--- src/rtl/core/led_matrix_scan_dimmer_unit_macros.svh ---
// ----------------------------------------------------------------------------
// LED matrix scan dimmer assertion macros
// Concurrent assertion wrappers, empty when SYNTHESIS is defined.
// ----------------------------------------------------------------------------
`ifndef LED_MATRIX_SCAN_DIMMER_UNIT_MACROS_SVH
`define LED_MATRIX_SCAN_DIMMER_UNIT_MACROS_SVH

`ifndef SYNTHESIS
// check on every edge outside reset
`define LMSD_ASSERT(lbl, clk, rst_n, prop, msg) \
  lbl: assert property (@(posedge clk) disable iff (!rst_n) (prop)) else $error(msg);
// check on every edge, reset included
`define LMSD_ASSERT_ALWAYS(lbl, clk, prop, msg) \
  lbl: assert property (@(posedge clk) (prop)) else $error(msg);
`else
`define LMSD_ASSERT(lbl, clk, rst_n, prop, msg)
`define LMSD_ASSERT_ALWAYS(lbl, clk, prop, msg)
`endif

`endif

--- src/rtl/core/lmsd_pkg.sv ---
// ----------------------------------------------------------------------------
// LED matrix scan dimmer package
// Field widths, command codes, request and response types.
// ----------------------------------------------------------------------------
package lmsd_pkg;

  // default geometry
  localparam int NUM_ROWS_DEF   = 4;
  localparam int NUM_COLS_DEF   = 8;
  localparam int NUM_PHASES_DEF = 32;

  // field widths
  localparam int CMD_W   = 3;
  localparam int IDX_W   = 5;
  localparam int LVL_W   = 8;
  localparam int ANODE_W = 4;
  localparam int CATH_W  = 8;

  typedef enum logic [CMD_W-1:0] {
    CMD_TICK  = 3'd0,
    CMD_SET   = 3'd1,
    CMD_CLEAR = 3'd2,
    CMD_TEST  = 3'd3,
    CMD_LEVEL = 3'd4
  } lmsd_cmd_e;

  typedef struct packed {
    logic [CMD_W-1:0] cmd;
    logic [IDX_W-1:0] led_index;
    logic [LVL_W-1:0] level;
  } lmsd_req_t;

  typedef struct packed {
    logic [ANODE_W-1:0] anode_enable;
    logic [CATH_W-1:0]  cathode_pattern;
    logic               led_is_on;
  } lmsd_rsp_t;

  // decoded operation of one accepted request, already qualified
  typedef struct packed {
    logic tick;
    logic set_on;
    logic clr_on;
    logic test_on;
    logic wr_lvl;
  } lmsd_op_t;

  // drive state after the request
  typedef struct packed {
    logic [ANODE_W-1:0] anode_enable;
    logic [CATH_W-1:0]  cathode_pattern;
  } lmsd_drive_t;

endpackage

--- src/rtl/core/lmsd_out_skid.sv ---
// ----------------------------------------------------------------------------
// LED matrix scan dimmer output stage
// Result register plus one skid entry, so input takes requests while a
// result waits on a stalled output.
// ----------------------------------------------------------------------------
`include "led_matrix_scan_dimmer_unit_macros.svh"

module lmsd_out_skid
  import lmsd_pkg::*;
(
  input  logic      clk_i,
  input  logic      rst_ni,
  input  logic      push_i,
  input  lmsd_rsp_t rsp_i,
  output logic      full_o,
  output logic      out_valid_o,
  input  logic      out_stall_i,
  output lmsd_rsp_t out_rsp_o
);

  logic      out_vld_q;
  logic      skid_vld_q;
  lmsd_rsp_t out_q;
  lmsd_rsp_t skid_q;
  logic      out_free;

  assign out_free = !out_vld_q || !out_stall_i;

  always_ff @(posedge clk_i or negedge rst_ni) begin
    if (!rst_ni) begin
      out_vld_q  <= 1'b0;
      skid_vld_q <= 1'b0;
    end else if (out_free) begin
      if (skid_vld_q) begin
        out_vld_q  <= 1'b1;
        skid_vld_q <= 1'b0;
      end else begin
        out_vld_q  <= push_i;
      end
    end else if (push_i) begin
      skid_vld_q <= 1'b1;
    end
  end

  // payload: drain skid first to keep order
  always_ff @(posedge clk_i) begin
    if (out_free) begin
      if (skid_vld_q) begin
        out_q <= skid_q;
      end else if (push_i) begin
        out_q <= rsp_i;
      end
    end else if (push_i) begin
      skid_q <= rsp_i;
    end
  end

  assign full_o      = skid_vld_q;
  assign out_valid_o = out_vld_q;
  assign out_rsp_o   = out_q;

  `LMSD_ASSERT_ALWAYS(a_skid_behind_out, clk_i, skid_vld_q |-> out_vld_q, "skid holds data while output register is empty")
  `LMSD_ASSERT(a_stall_fills_skid, clk_i, rst_ni, (out_vld_q && out_stall_i && push_i) |=> skid_vld_q, "request lost while output stalled")
  `LMSD_ASSERT(a_skid_from_stall, clk_i, rst_ni, $rose(skid_vld_q) |-> $past(out_stall_i), "skid filled without an output stall")

endmodule

--- src/rtl/core/lmsd_led_store.sv ---
// ----------------------------------------------------------------------------
// LED matrix scan dimmer LED store
// Per-row on-bits and per-LED levels, one write and one read row each.
// ----------------------------------------------------------------------------
module lmsd_led_store
  import lmsd_pkg::*;
#(
  parameter int NUM_ROWS = NUM_ROWS_DEF,
  parameter int NUM_COLS = NUM_COLS_DEF,
  localparam int RW  = (NUM_ROWS > 1) ? $clog2(NUM_ROWS) : 1,
  localparam int CLW = (NUM_COLS > 1) ? $clog2(NUM_COLS) : 1
) (
  input  logic                           clk_i,
  input  logic                           rst_ni,
  input  lmsd_op_t                       op_i,
  input  logic [RW-1:0]                  idx_row_i,
  input  logic [CLW-1:0]                 idx_col_i,
  input  logic [LVL_W-1:0]               level_i,
  input  logic [RW-1:0]                  row_next_i,
  input  logic [RW-1:0]                  scan_row_i,
  output logic [NUM_COLS-1:0]            rd_on_o,
  output logic [NUM_COLS-1:0][LVL_W-1:0] row_lvl_o,
  output logic                           led_is_on_o
);

  logic [NUM_COLS-1:0]            on_q  [NUM_ROWS];
  logic [NUM_COLS-1:0][LVL_W-1:0] lvl_q [NUM_ROWS];
  logic [RW-1:0]                  rd_row;

  // a tick reads the next scan row, everything else the addressed row
  assign rd_row = op_i.tick ? row_next_i : idx_row_i;

  always_ff @(posedge clk_i or negedge rst_ni) begin
    if (!rst_ni) begin
      for (int r = 0; r < NUM_ROWS; r++) begin
        on_q[r] <= '0;
      end
    end else if (op_i.set_on) begin
      on_q[idx_row_i][idx_col_i] <= 1'b1;
    end else if (op_i.clr_on) begin
      on_q[idx_row_i][idx_col_i] <= 1'b0;
    end
  end

  always_ff @(posedge clk_i or negedge rst_ni) begin
    if (!rst_ni) begin
      for (int r = 0; r < NUM_ROWS; r++) begin
        lvl_q[r] <= '0;
      end
    end else if (op_i.wr_lvl) begin
      lvl_q[idx_row_i][idx_col_i] <= level_i;
    end
  end

  assign rd_on_o     = on_q[rd_row];
  assign row_lvl_o   = lvl_q[scan_row_i];
  assign led_is_on_o = op_i.test_on && rd_on_o[idx_col_i];

endmodule

--- src/rtl/core/lmsd_scan.sv ---
// ----------------------------------------------------------------------------
// LED matrix scan dimmer row scan
// Row and phase counters, cathode latch and per-column dimming compare.
// ----------------------------------------------------------------------------
`include "led_matrix_scan_dimmer_unit_macros.svh"

module lmsd_scan
  import lmsd_pkg::*;
#(
  parameter int NUM_ROWS   = NUM_ROWS_DEF,
  parameter int NUM_COLS   = NUM_COLS_DEF,
  parameter int NUM_PHASES = NUM_PHASES_DEF,
  localparam int RW  = (NUM_ROWS > 1) ? $clog2(NUM_ROWS) : 1,
  localparam int PHW = $clog2(NUM_PHASES),
  localparam int AW  = (NUM_ROWS > ANODE_W) ? NUM_ROWS : ANODE_W,
  localparam int CPW = (NUM_COLS > CATH_W) ? NUM_COLS : CATH_W
) (
  input  logic                           clk_i,
  input  logic                           rst_ni,
  input  lmsd_op_t                       op_i,
  input  logic [NUM_COLS-1:0]            row_on_i,
  input  logic [NUM_COLS-1:0][LVL_W-1:0] row_lvl_i,
  output logic [RW-1:0]                  row_o,
  output logic [RW-1:0]                  row_next_o,
  output lmsd_drive_t                    drive_o
);

  logic [RW-1:0]       row_q, row_d;
  logic [PHW-1:0]      phase_q, phase_d;
  logic [NUM_COLS-1:0] latch_q, latch_d;
  logic                live_q, live_d;
  logic [AW-1:0]       anode_oh;
  logic [CPW-1:0]      cath_pad;

  assign row_next_o = (row_q == RW'(NUM_ROWS - 1)) ? '0 : row_q + 1'b1;

  always_comb begin
    row_d   = row_q;
    phase_d = phase_q;
    latch_d = latch_q;
    live_d  = live_q;
    if (op_i.tick) begin
      phase_d = (phase_q == PHW'(NUM_PHASES - 1)) ? '0 : phase_q + 1'b1;
      if (phase_q == '0) begin
        row_d   = row_next_o;
        latch_d = row_on_i;
        live_d  = 1'b1;
      end else begin
        // drop columns whose level the phase has passed
        for (int c = 0; c < NUM_COLS; c++) begin
          if (LVL_W'(phase_q) > row_lvl_i[c]) begin
            latch_d[c] = 1'b0;
          end
        end
      end
    end
  end

  always_ff @(posedge clk_i or negedge rst_ni) begin
    if (!rst_ni) begin
      row_q   <= '0;
      phase_q <= '0;
      latch_q <= '0;
      live_q  <= 1'b0;
    end else begin
      row_q   <= row_d;
      phase_q <= phase_d;
      latch_q <= latch_d;
      live_q  <= live_d;
    end
  end

  assign anode_oh = live_d ? (AW'(1) << row_d) : '0;
  assign cath_pad = CPW'(latch_d);

  assign row_o                   = row_q;
  assign drive_o.anode_enable    = anode_oh[ANODE_W-1:0];
  assign drive_o.cathode_pattern = cath_pad[CATH_W-1:0];

  `LMSD_ASSERT(a_phase_range, clk_i, rst_ni, phase_q <= PHW'(NUM_PHASES - 1), "phase counter out of range")
  `LMSD_ASSERT(a_row_range, clk_i, rst_ni, row_q <= RW'(NUM_ROWS - 1), "row counter out of range")
  `LMSD_ASSERT(a_dim_only_clears, clk_i, rst_ni, (op_i.tick && (phase_q != '0)) |-> ((latch_d & ~latch_q) == '0), "dimming phase turned a cathode on")
  `LMSD_ASSERT(a_dark_before_scan, clk_i, rst_ni, !live_q |-> (latch_q == '0), "cathodes driven before the first row")

endmodule

--- src/rtl/core/led_matrix_scan_dimmer_unit.sv ---
// ----------------------------------------------------------------------------
// LED matrix scan dimmer
// Multiplexed LED matrix row scan with per-LED dimming over a phase cycle.
// ----------------------------------------------------------------------------
//  channel | direction | handshake              | payload
//  --------+-----------+------------------------+-----------------------------
//  request | in        | in_valid_i / in_stall_o  | in_req_i  (lmsd_req_t)
//  result  | out       | out_valid_o / out_stall_i| out_rsp_o (lmsd_rsp_t)
//
//  One request per cycle while in_stall_o is low; its result is registered.
//  The work is one decode, one row read of the LED store and eight level
//  compares between the request edge and the result register.
//  Reset clears control state and the LED store at once; no clearing pass.
//  The output has a result register and one skid entry: input stalls only
//  when both hold results that the output has not taken.
// ----------------------------------------------------------------------------
module led_matrix_scan_dimmer_unit
  import lmsd_pkg::*;
#(
  parameter int NUM_ROWS   = NUM_ROWS_DEF,
  parameter int NUM_COLS   = NUM_COLS_DEF,
  parameter int NUM_PHASES = NUM_PHASES_DEF
) (
  input  logic      clk_i,
  input  logic      rst_ni,
  input  logic      in_valid_i,
  output logic      in_stall_o,
  input  lmsd_req_t in_req_i,
  output logic      out_valid_o,
  input  logic      out_stall_i,
  output lmsd_rsp_t out_rsp_o
);

  localparam int RW  = (NUM_ROWS > 1) ? $clog2(NUM_ROWS) : 1;
  localparam int CLW = (NUM_COLS > 1) ? $clog2(NUM_COLS) : 1;

  logic                           acc;
  logic                           full;
  logic                           idx_ok;
  logic [RW-1:0]                  idx_row;
  logic [CLW-1:0]                 idx_col;
  lmsd_op_t                       op;
  logic [RW-1:0]                  scan_row;
  logic [RW-1:0]                  row_next;
  logic [NUM_COLS-1:0]            rd_on;
  logic [NUM_COLS-1:0][LVL_W-1:0] row_lvl;
  logic                           led_is_on;
  lmsd_drive_t                    drive;
  lmsd_rsp_t                      rsp;

  assign in_stall_o = full;
  assign acc        = in_valid_i && !full;

  // split index into row and column by range compare per row
  always_comb begin
    idx_row = '0;
    idx_col = '0;
    idx_ok  = int'(in_req_i.led_index) < NUM_ROWS * NUM_COLS;
    for (int r = 0; r < NUM_ROWS; r++) begin
      if ((int'(in_req_i.led_index) >= r * NUM_COLS) &&
          (int'(in_req_i.led_index) < (r + 1) * NUM_COLS)) begin
        idx_row = RW'(r);
        idx_col = CLW'(int'(in_req_i.led_index) - r * NUM_COLS);
      end
    end
  end

  always_comb begin
    op         = '0;
    if (acc) begin
      case (in_req_i.cmd)
        CMD_TICK:  op.tick    = 1'b1;
        CMD_SET:   op.set_on  = idx_ok;
        CMD_CLEAR: op.clr_on  = idx_ok;
        CMD_TEST:  op.test_on = idx_ok;
        CMD_LEVEL: op.wr_lvl  = idx_ok;
        default:   op         = '0;
      endcase
    end
  end

  lmsd_led_store #(
    .NUM_ROWS (NUM_ROWS),
    .NUM_COLS (NUM_COLS)
  ) u_store (
    .clk_i       (clk_i),
    .rst_ni      (rst_ni),
    .op_i        (op),
    .idx_row_i   (idx_row),
    .idx_col_i   (idx_col),
    .level_i     (in_req_i.level),
    .row_next_i  (row_next),
    .scan_row_i  (scan_row),
    .rd_on_o     (rd_on),
    .row_lvl_o   (row_lvl),
    .led_is_on_o (led_is_on)
  );

  lmsd_scan #(
    .NUM_ROWS   (NUM_ROWS),
    .NUM_COLS   (NUM_COLS),
    .NUM_PHASES (NUM_PHASES)
  ) u_scan (
    .clk_i      (clk_i),
    .rst_ni     (rst_ni),
    .op_i       (op),
    .row_on_i   (rd_on),
    .row_lvl_i  (row_lvl),
    .row_o      (scan_row),
    .row_next_o (row_next),
    .drive_o    (drive)
  );

  assign rsp.anode_enable    = drive.anode_enable;
  assign rsp.cathode_pattern = drive.cathode_pattern;
  assign rsp.led_is_on       = led_is_on;

  lmsd_out_skid u_out (
    .clk_i       (clk_i),
    .rst_ni      (rst_ni),
    .push_i      (acc),
    .rsp_i       (rsp),
    .full_o      (full),
    .out_valid_o (out_valid_o),
    .out_stall_i (out_stall_i),
    .out_rsp_o   (out_rsp_o)
  );

endmodule
--- config.mk ---
export PLATFORM = sky130hd
export DESIGN_NAME = led_matrix_scan_dimmer_unit
export DESIGN_NICKNAME = d
export VERILOG_FILES = /design/src/rtl/core/lmsd_pkg.sv /design/src/rtl/core/lmsd_out_skid.sv /design/src/rtl/core/lmsd_led_store.sv /design/src/rtl/core/lmsd_scan.sv /design/src/rtl/core/led_matrix_scan_dimmer_unit.sv
export VERILOG_INCLUDE_DIRS = /design/src /design/src/rtl/core
export SDC_FILE = /design/constraint.sdc
export NUM_CORES = 1
export LEC_CHECK = 0
export BUFFER_PORTS_ARGS = -buffer_cell sky130_fd_sc_hd__buf_2
export CAP_MARGIN = 20
export CORE_MARGIN = 2
export CORE_UTILIZATION = 50
export CTS_CLUSTER_DIAMETER = 120
export DETAILED_ROUTE_END_ITERATION = 16
export PLACE_DENSITY = 0.66
export SKIP_LAST_GASP = 1
export SLEW_MARGIN = 40
export SYNTH_ARGS = -nofsm -noshare
export SYNTH_HDL_FRONTEND = slang
export SYNTH_SLANG_ARGS = --single-unit
export TNS_END_PERCENT = 1
--- constraint.sdc ---
create_clock -name clk_i -period 4.4 [get_ports clk_i]
set_input_delay 0.88 -clock clk_i [delete_from_list [all_inputs] [get_ports clk_i]]
set_output_delay 0.88 -clock clk_i [all_outputs]
set_load 0.005 [all_outputs]
* After elaboration in Yosys (flattened, before gate mapping) *
Cells that the tools add are included.
W data, S select, Z words.

word-level totals
  ROM bits = 0
  RAM bits = 0
  word-level logic and storage cells = 159
  input bits = 20
  latch bits = 0
  output and inout port bits = 15
  flip-flop bits (word level) = 332
  memories = 0

operators by class
  divide/modulo/power cells = 0
  equal/unequal tests = 6
  shift operators = 1
  bitwise operators = 7
  $add $sub $neg = 5
  reduce and logical (&&, ||, !) cells = 17
  muxes and demuxes = 55
  multiply operators = 0
  magnitude comparators = 20

operators by type and width
  kind                   count
  $bwmux W256            1
  $mux W64               3
  $bmux W64 S2           1
  $demux W64 S2          1
  $gt A5 B8 Y1           8
  $mux W32               2
  $mux W8                6
  $and A32 B32 Y32       1
  $not A32 Y32           1
  $or A32 B32 Y32        1
  $mux W13               2
  $demux W8 S3           1
  $mux W1                21
  $bmux W8 S2            1
  $demux W8 S2           1
  $mux W2                6
  $mux W3                4
  $ge A5 B5 Y1 const B   2
  $lt A5 B5 Y1 const B   2
  $mux W5                2
  $ge A3 B3 Y1 const B   3
  $not A2 Y3             3
  $sub A3 B1 Y3 const B  3
  $eq A3 B2 Y1 const B   2
  other kinds (23)       33

* Depth between registers and ports, before layout *
  depth after elaboration = 15
  depth in mapped cells = 13
  mapped depth without buffers = 10

* Hierarchy *
From an unflattened synthesis, not the netlist that was laid out.

unflattened totals
  cells, all modules = 1134
  area, all modules = 15914.0 um^2

modules (own cells, without submodules)
  module                       instances  cells an instance  seq. area each (um^2)  area an instance (um^2)
  lmsd_led_store               1          836                7206.9                 12861.1
  lmsd_scan                    1          239                400.4                  1896.8
  lmsd_out_skid                1          47                 830.8                  1068.5
  led_matrix_scan_dimmer_unit  1          12                 0.0                    87.6

* Worst setup path after synthesis *
OpenSTA, ideal clock, no wires.

  kind = reg-to-reg
  from = reg u_scan.row_q[0], in the netlist u_scan.row_o[0]
  to = reg u_out.out_q (netlist bit u_out.out_rsp_o[8]), data pin
  slack = 0.705 ns
  stages on the path, launching flop included = 12
  path buffers = 3
  library setup time = 0.260 ns
  arrival time = 3.435 ns
  clock period less this slack = 3.695 ns
  cells stage by stage = dfrtp_1 clkbuf_1 clkbuf_1 buf_1 mux4_2 inv_1 ha_1 and3_1 a311oi_1 o221ai_1 a31o_2 mux2_2

RTL lines
  item                      line                 RTL
  start: declaration        lmsd_scan.sv:28      logic [RW-1:0] row_q, row_d;
  start signal: assignment  lmsd_scan.sv:66      row_q <= row_d;
  end signal: assignment    lmsd_out_skid.sv:49  out_q <= skid_q;
  end signal: assignment    lmsd_out_skid.sv:51  out_q <= rsp_i;
  end: declaration          lmsd_out_skid.sv:23  lmsd_rsp_t out_q;

==> metrics.txt <==
status finished, final reports clean; synthesized area 15700 um^2; total CTS buffers 36; Root Buffer clkbuf_16; Mapped Cells 1168; Clock Sink Count 332; M3 GR Usage 0.0320; detailed placer's ending HPWL 22.4 mm; post-synthesis sequential area ratio 0.538; CTS Buffer Depth 3; overall power 7.19 mW; simple-gate portion of the synthesized area 0.0660; Int Power 5.39 mW; initial antenna violation count 1; post-synthesis adder-cell area fraction 0.0351; RSZ-0062 raised after global routing no; Leak 8.26 nW; worst skew pair latency 0.52 ns; H-tree depth 2; I/O pin total 35; crit end category flop; FILL cells 2511; Reg2Reg Depth 10; grt met2 use 0.359; worst-path cell chain buf_12 > buf_12 > mux4_2 > inv_1 > ha_1 > and3_1 > a311oi_1 > o221ai_1 > a31o_2 > mux2_2; area fraction in compound gates after synthesis 0.0656; CP top delay family compound AO/OA/AOI/OAI gates; worst hold path class primary input to async pin; Crit path depth 10; flop-to-flop setup slack 0.93 ns; Layout Nets 1263; number of max-slew violations in the final report 0; number of port buffers 34; Final Cell Area 17600 um^2; commonest non-fill, non-tap cells in the layout dfrtp_1 (304), mux2_2 (267), o21ai_0 (80), nand2_1 (56), inv_1 (47); Slew HR 0.422; fin crit share 0.789; mux contribution to synthesized area 0.266; first-pass iteration count of the detailed router 5; hold_ws 0.275 ns; EDFF count, synth 26; clock power share 0.413; Synth Area per Inst 13.4 um^2; DP Worst Slack 0.779 ns; FP Rows 64; Yosys cell types 66; main combinational cell family by area after synthesis multiplexers; CTS tree yes; routability cong. 0.847; wirelength, routed 36.0 mm; Post-CTS Hold Fix Bufs 0; Vias/cell 6.04; Post-CTS Resized 0; die area 32800 um^2; routed length per instance 22.2 um; Final Worst Setup Slack 0.930 ns; Critical Setup Path Class flop to flop; switching pwr 1.79 mW; Req. time, crit path 4.66 ns; area grow syn2layout 12.0%; GRT Total Usage 0.226; Reg power frac 0.474; gr busiest metal met2; Slowest-stage cell, CP dfrtp_4; Synth Area in XOR/XNOR 0.000558; Clock Skew 0.00989 ns; asr flop ratio synth 0.922; die span in x 181 um; Gate power share 0.113; startpoint type of the worst setup path flop; Cell Area, Placed 16400 um^2; Switching Share 0.250; antenna viol nets, final 0; PD cells 409 nW/um^2; arrival time worst endpoint 3.74 ns; DRC 0; most common cell after layout, fill and taps aside dfrtp_1; yosys synthesis warning count 0; Slowest Stage Delay on Critical Path 0.65 ns; met1 Usage GRT 0.326; max cap viols 0; Die Height 181 um; core area 30700 um^2; final setup TNS 0 ns; Crit Path Max Fanout 23; crit-path most repeated cell buf_12; worst-margin pin slew 0.867 ns; Post-synth top flop dfrtp_1; Setup Viol. Count Final 0; layout cells sized above 1 0.362; clock slew at the register clock pins of the worst setup and hold paths 0.06 ns; syn_nets 1232; First DRT Iteration DRCs 598; Fin. Hold Viols 0; first-pass GRT wire length 58.0 mm; post-CTS setup buffer count 0; via total after detailed routing 9783; Max Freq 0.288 GHz; Tmin final 3.47 ns; vias in the first global route 10132; pin count of the biggest net entering global routing 69; Synth Register Bits 332; CP bufs+invs 3; starting density of the core 0.510; worst vdd ir 0.000287 V; grt ovf 0
==> cells in the mapped netlist (9+ instances only) <==
master      n  area (um^2)
clkbuf_1   60          225
mux2_2    267         3010
edfxtp_1   26          781
nor2b_1     9         56.3
inv_1      47          176
nand2_1    57          214
and3_1     10         62.6
nand3_1    35          175
nor2_1     19         71.3
dfrtp_1   306         7660
nor3_1     10         50.1
mux4_2     45         1010
nor4b_1     9         78.8
o21ai_0    80          400
o21a_1     17          128
nor4_1     18          113
mux2i_1    10          100
ha_1       44          551
==> power groups by stage <==
stage	Sequential (mW)	Combinational [mW]	Clock (mW)
floorplan	3.39	0.545	0
global placement	3.46	0.779	0
detailed placement	3.46	0.812	0
CTS	3.41	0.820	3.02
global route	3.43	0.925	3.15
finish	3.41	0.812	2.97
==> metrics by stage <==
step / std cells / util
after floorplan: 1168 / -
after global placement: 1553 / 0.531
after detailed placement: 1556 / 0.533
after CTS: 1618 / 0.571
after global routing: 1620 / 0.571
final: 1621 / 0.572
==> kinds of logic (layout without fill, tap and decap cells) <==
logic type	count (synthesis)	after routing
mux	325	325
compound gates	157	157
simple gates	192	192
fa+ha+maj	44	44
other cells	0	2
buf+inv	117	172
flops	332	332
xor+xnor	1	1
==> path summary, 6_finish.rpt <==
| path | start | to |
|---|---|---|
| worst max-delay path | u_scan.row_o[0]$_DFF_PN0_ | u_out.out_rsp_o[8]$_DFFE_PP_ |
| worst min-delay path | rst_ni | u_store.lvl_q[180]$_DFFE_PN0P_ |
| worst max register to register | u_scan.row_o[0]$_DFF_PN0_ | u_out.out_rsp_o[8]$_DFFE_PP_ |
| worst min register to register | u_scan.live_q$_DFF_PN0_ | u_scan.live_q$_DFF_PN0_ |
| max in group asynchronous | rst_ni | u_store.lvl_q[224]$_DFFE_PN0P_ |
| min in group clk_i | u_scan.live_q$_DFF_PN0_ | u_scan.live_q$_DFF_PN0_ |
==> layout make-up <==
cell class / count / area, um^2 / area share
flip-flops and latches: 332 / 8440 / 0.480
inverters: 47 / 176 / 0.0100
well taps: 396 / 495 / 0.0282
clock buffers: 56 / 1060 / 0.0602
repair buffers: 63 / 485 / 0.0276
multi-input cells: 719 / 6820 / 0.388
clock inverters: 6 / 91.3 / 0.00520
diodes: 2 / 5.00 / 0.000285
==> flip-flops by register name, indices dropped and copies added, names as in the netlist, named ones only <==
signal             flops
u_scan.row_o           2
u_out.out_rsp_o       13
u_store.lvl_q        256
u_scan.live_q          1
u_scan.phase_q         5
u_scan.latch_q         8
u_out.out_valid_o      1
u_out.skid_q          13
u_out.full_o           1
==> routing by layer <==
metal  share of wire  wire length, um  vias to the layer above
li1                -                -                     4421
met1            0.47            17000                     5073
met2            0.46            16700                      222
met3           0.042             1510                       67
met4           0.025              897                        0
met5               0                0                        -
Power figures use the tool's default switching activity.
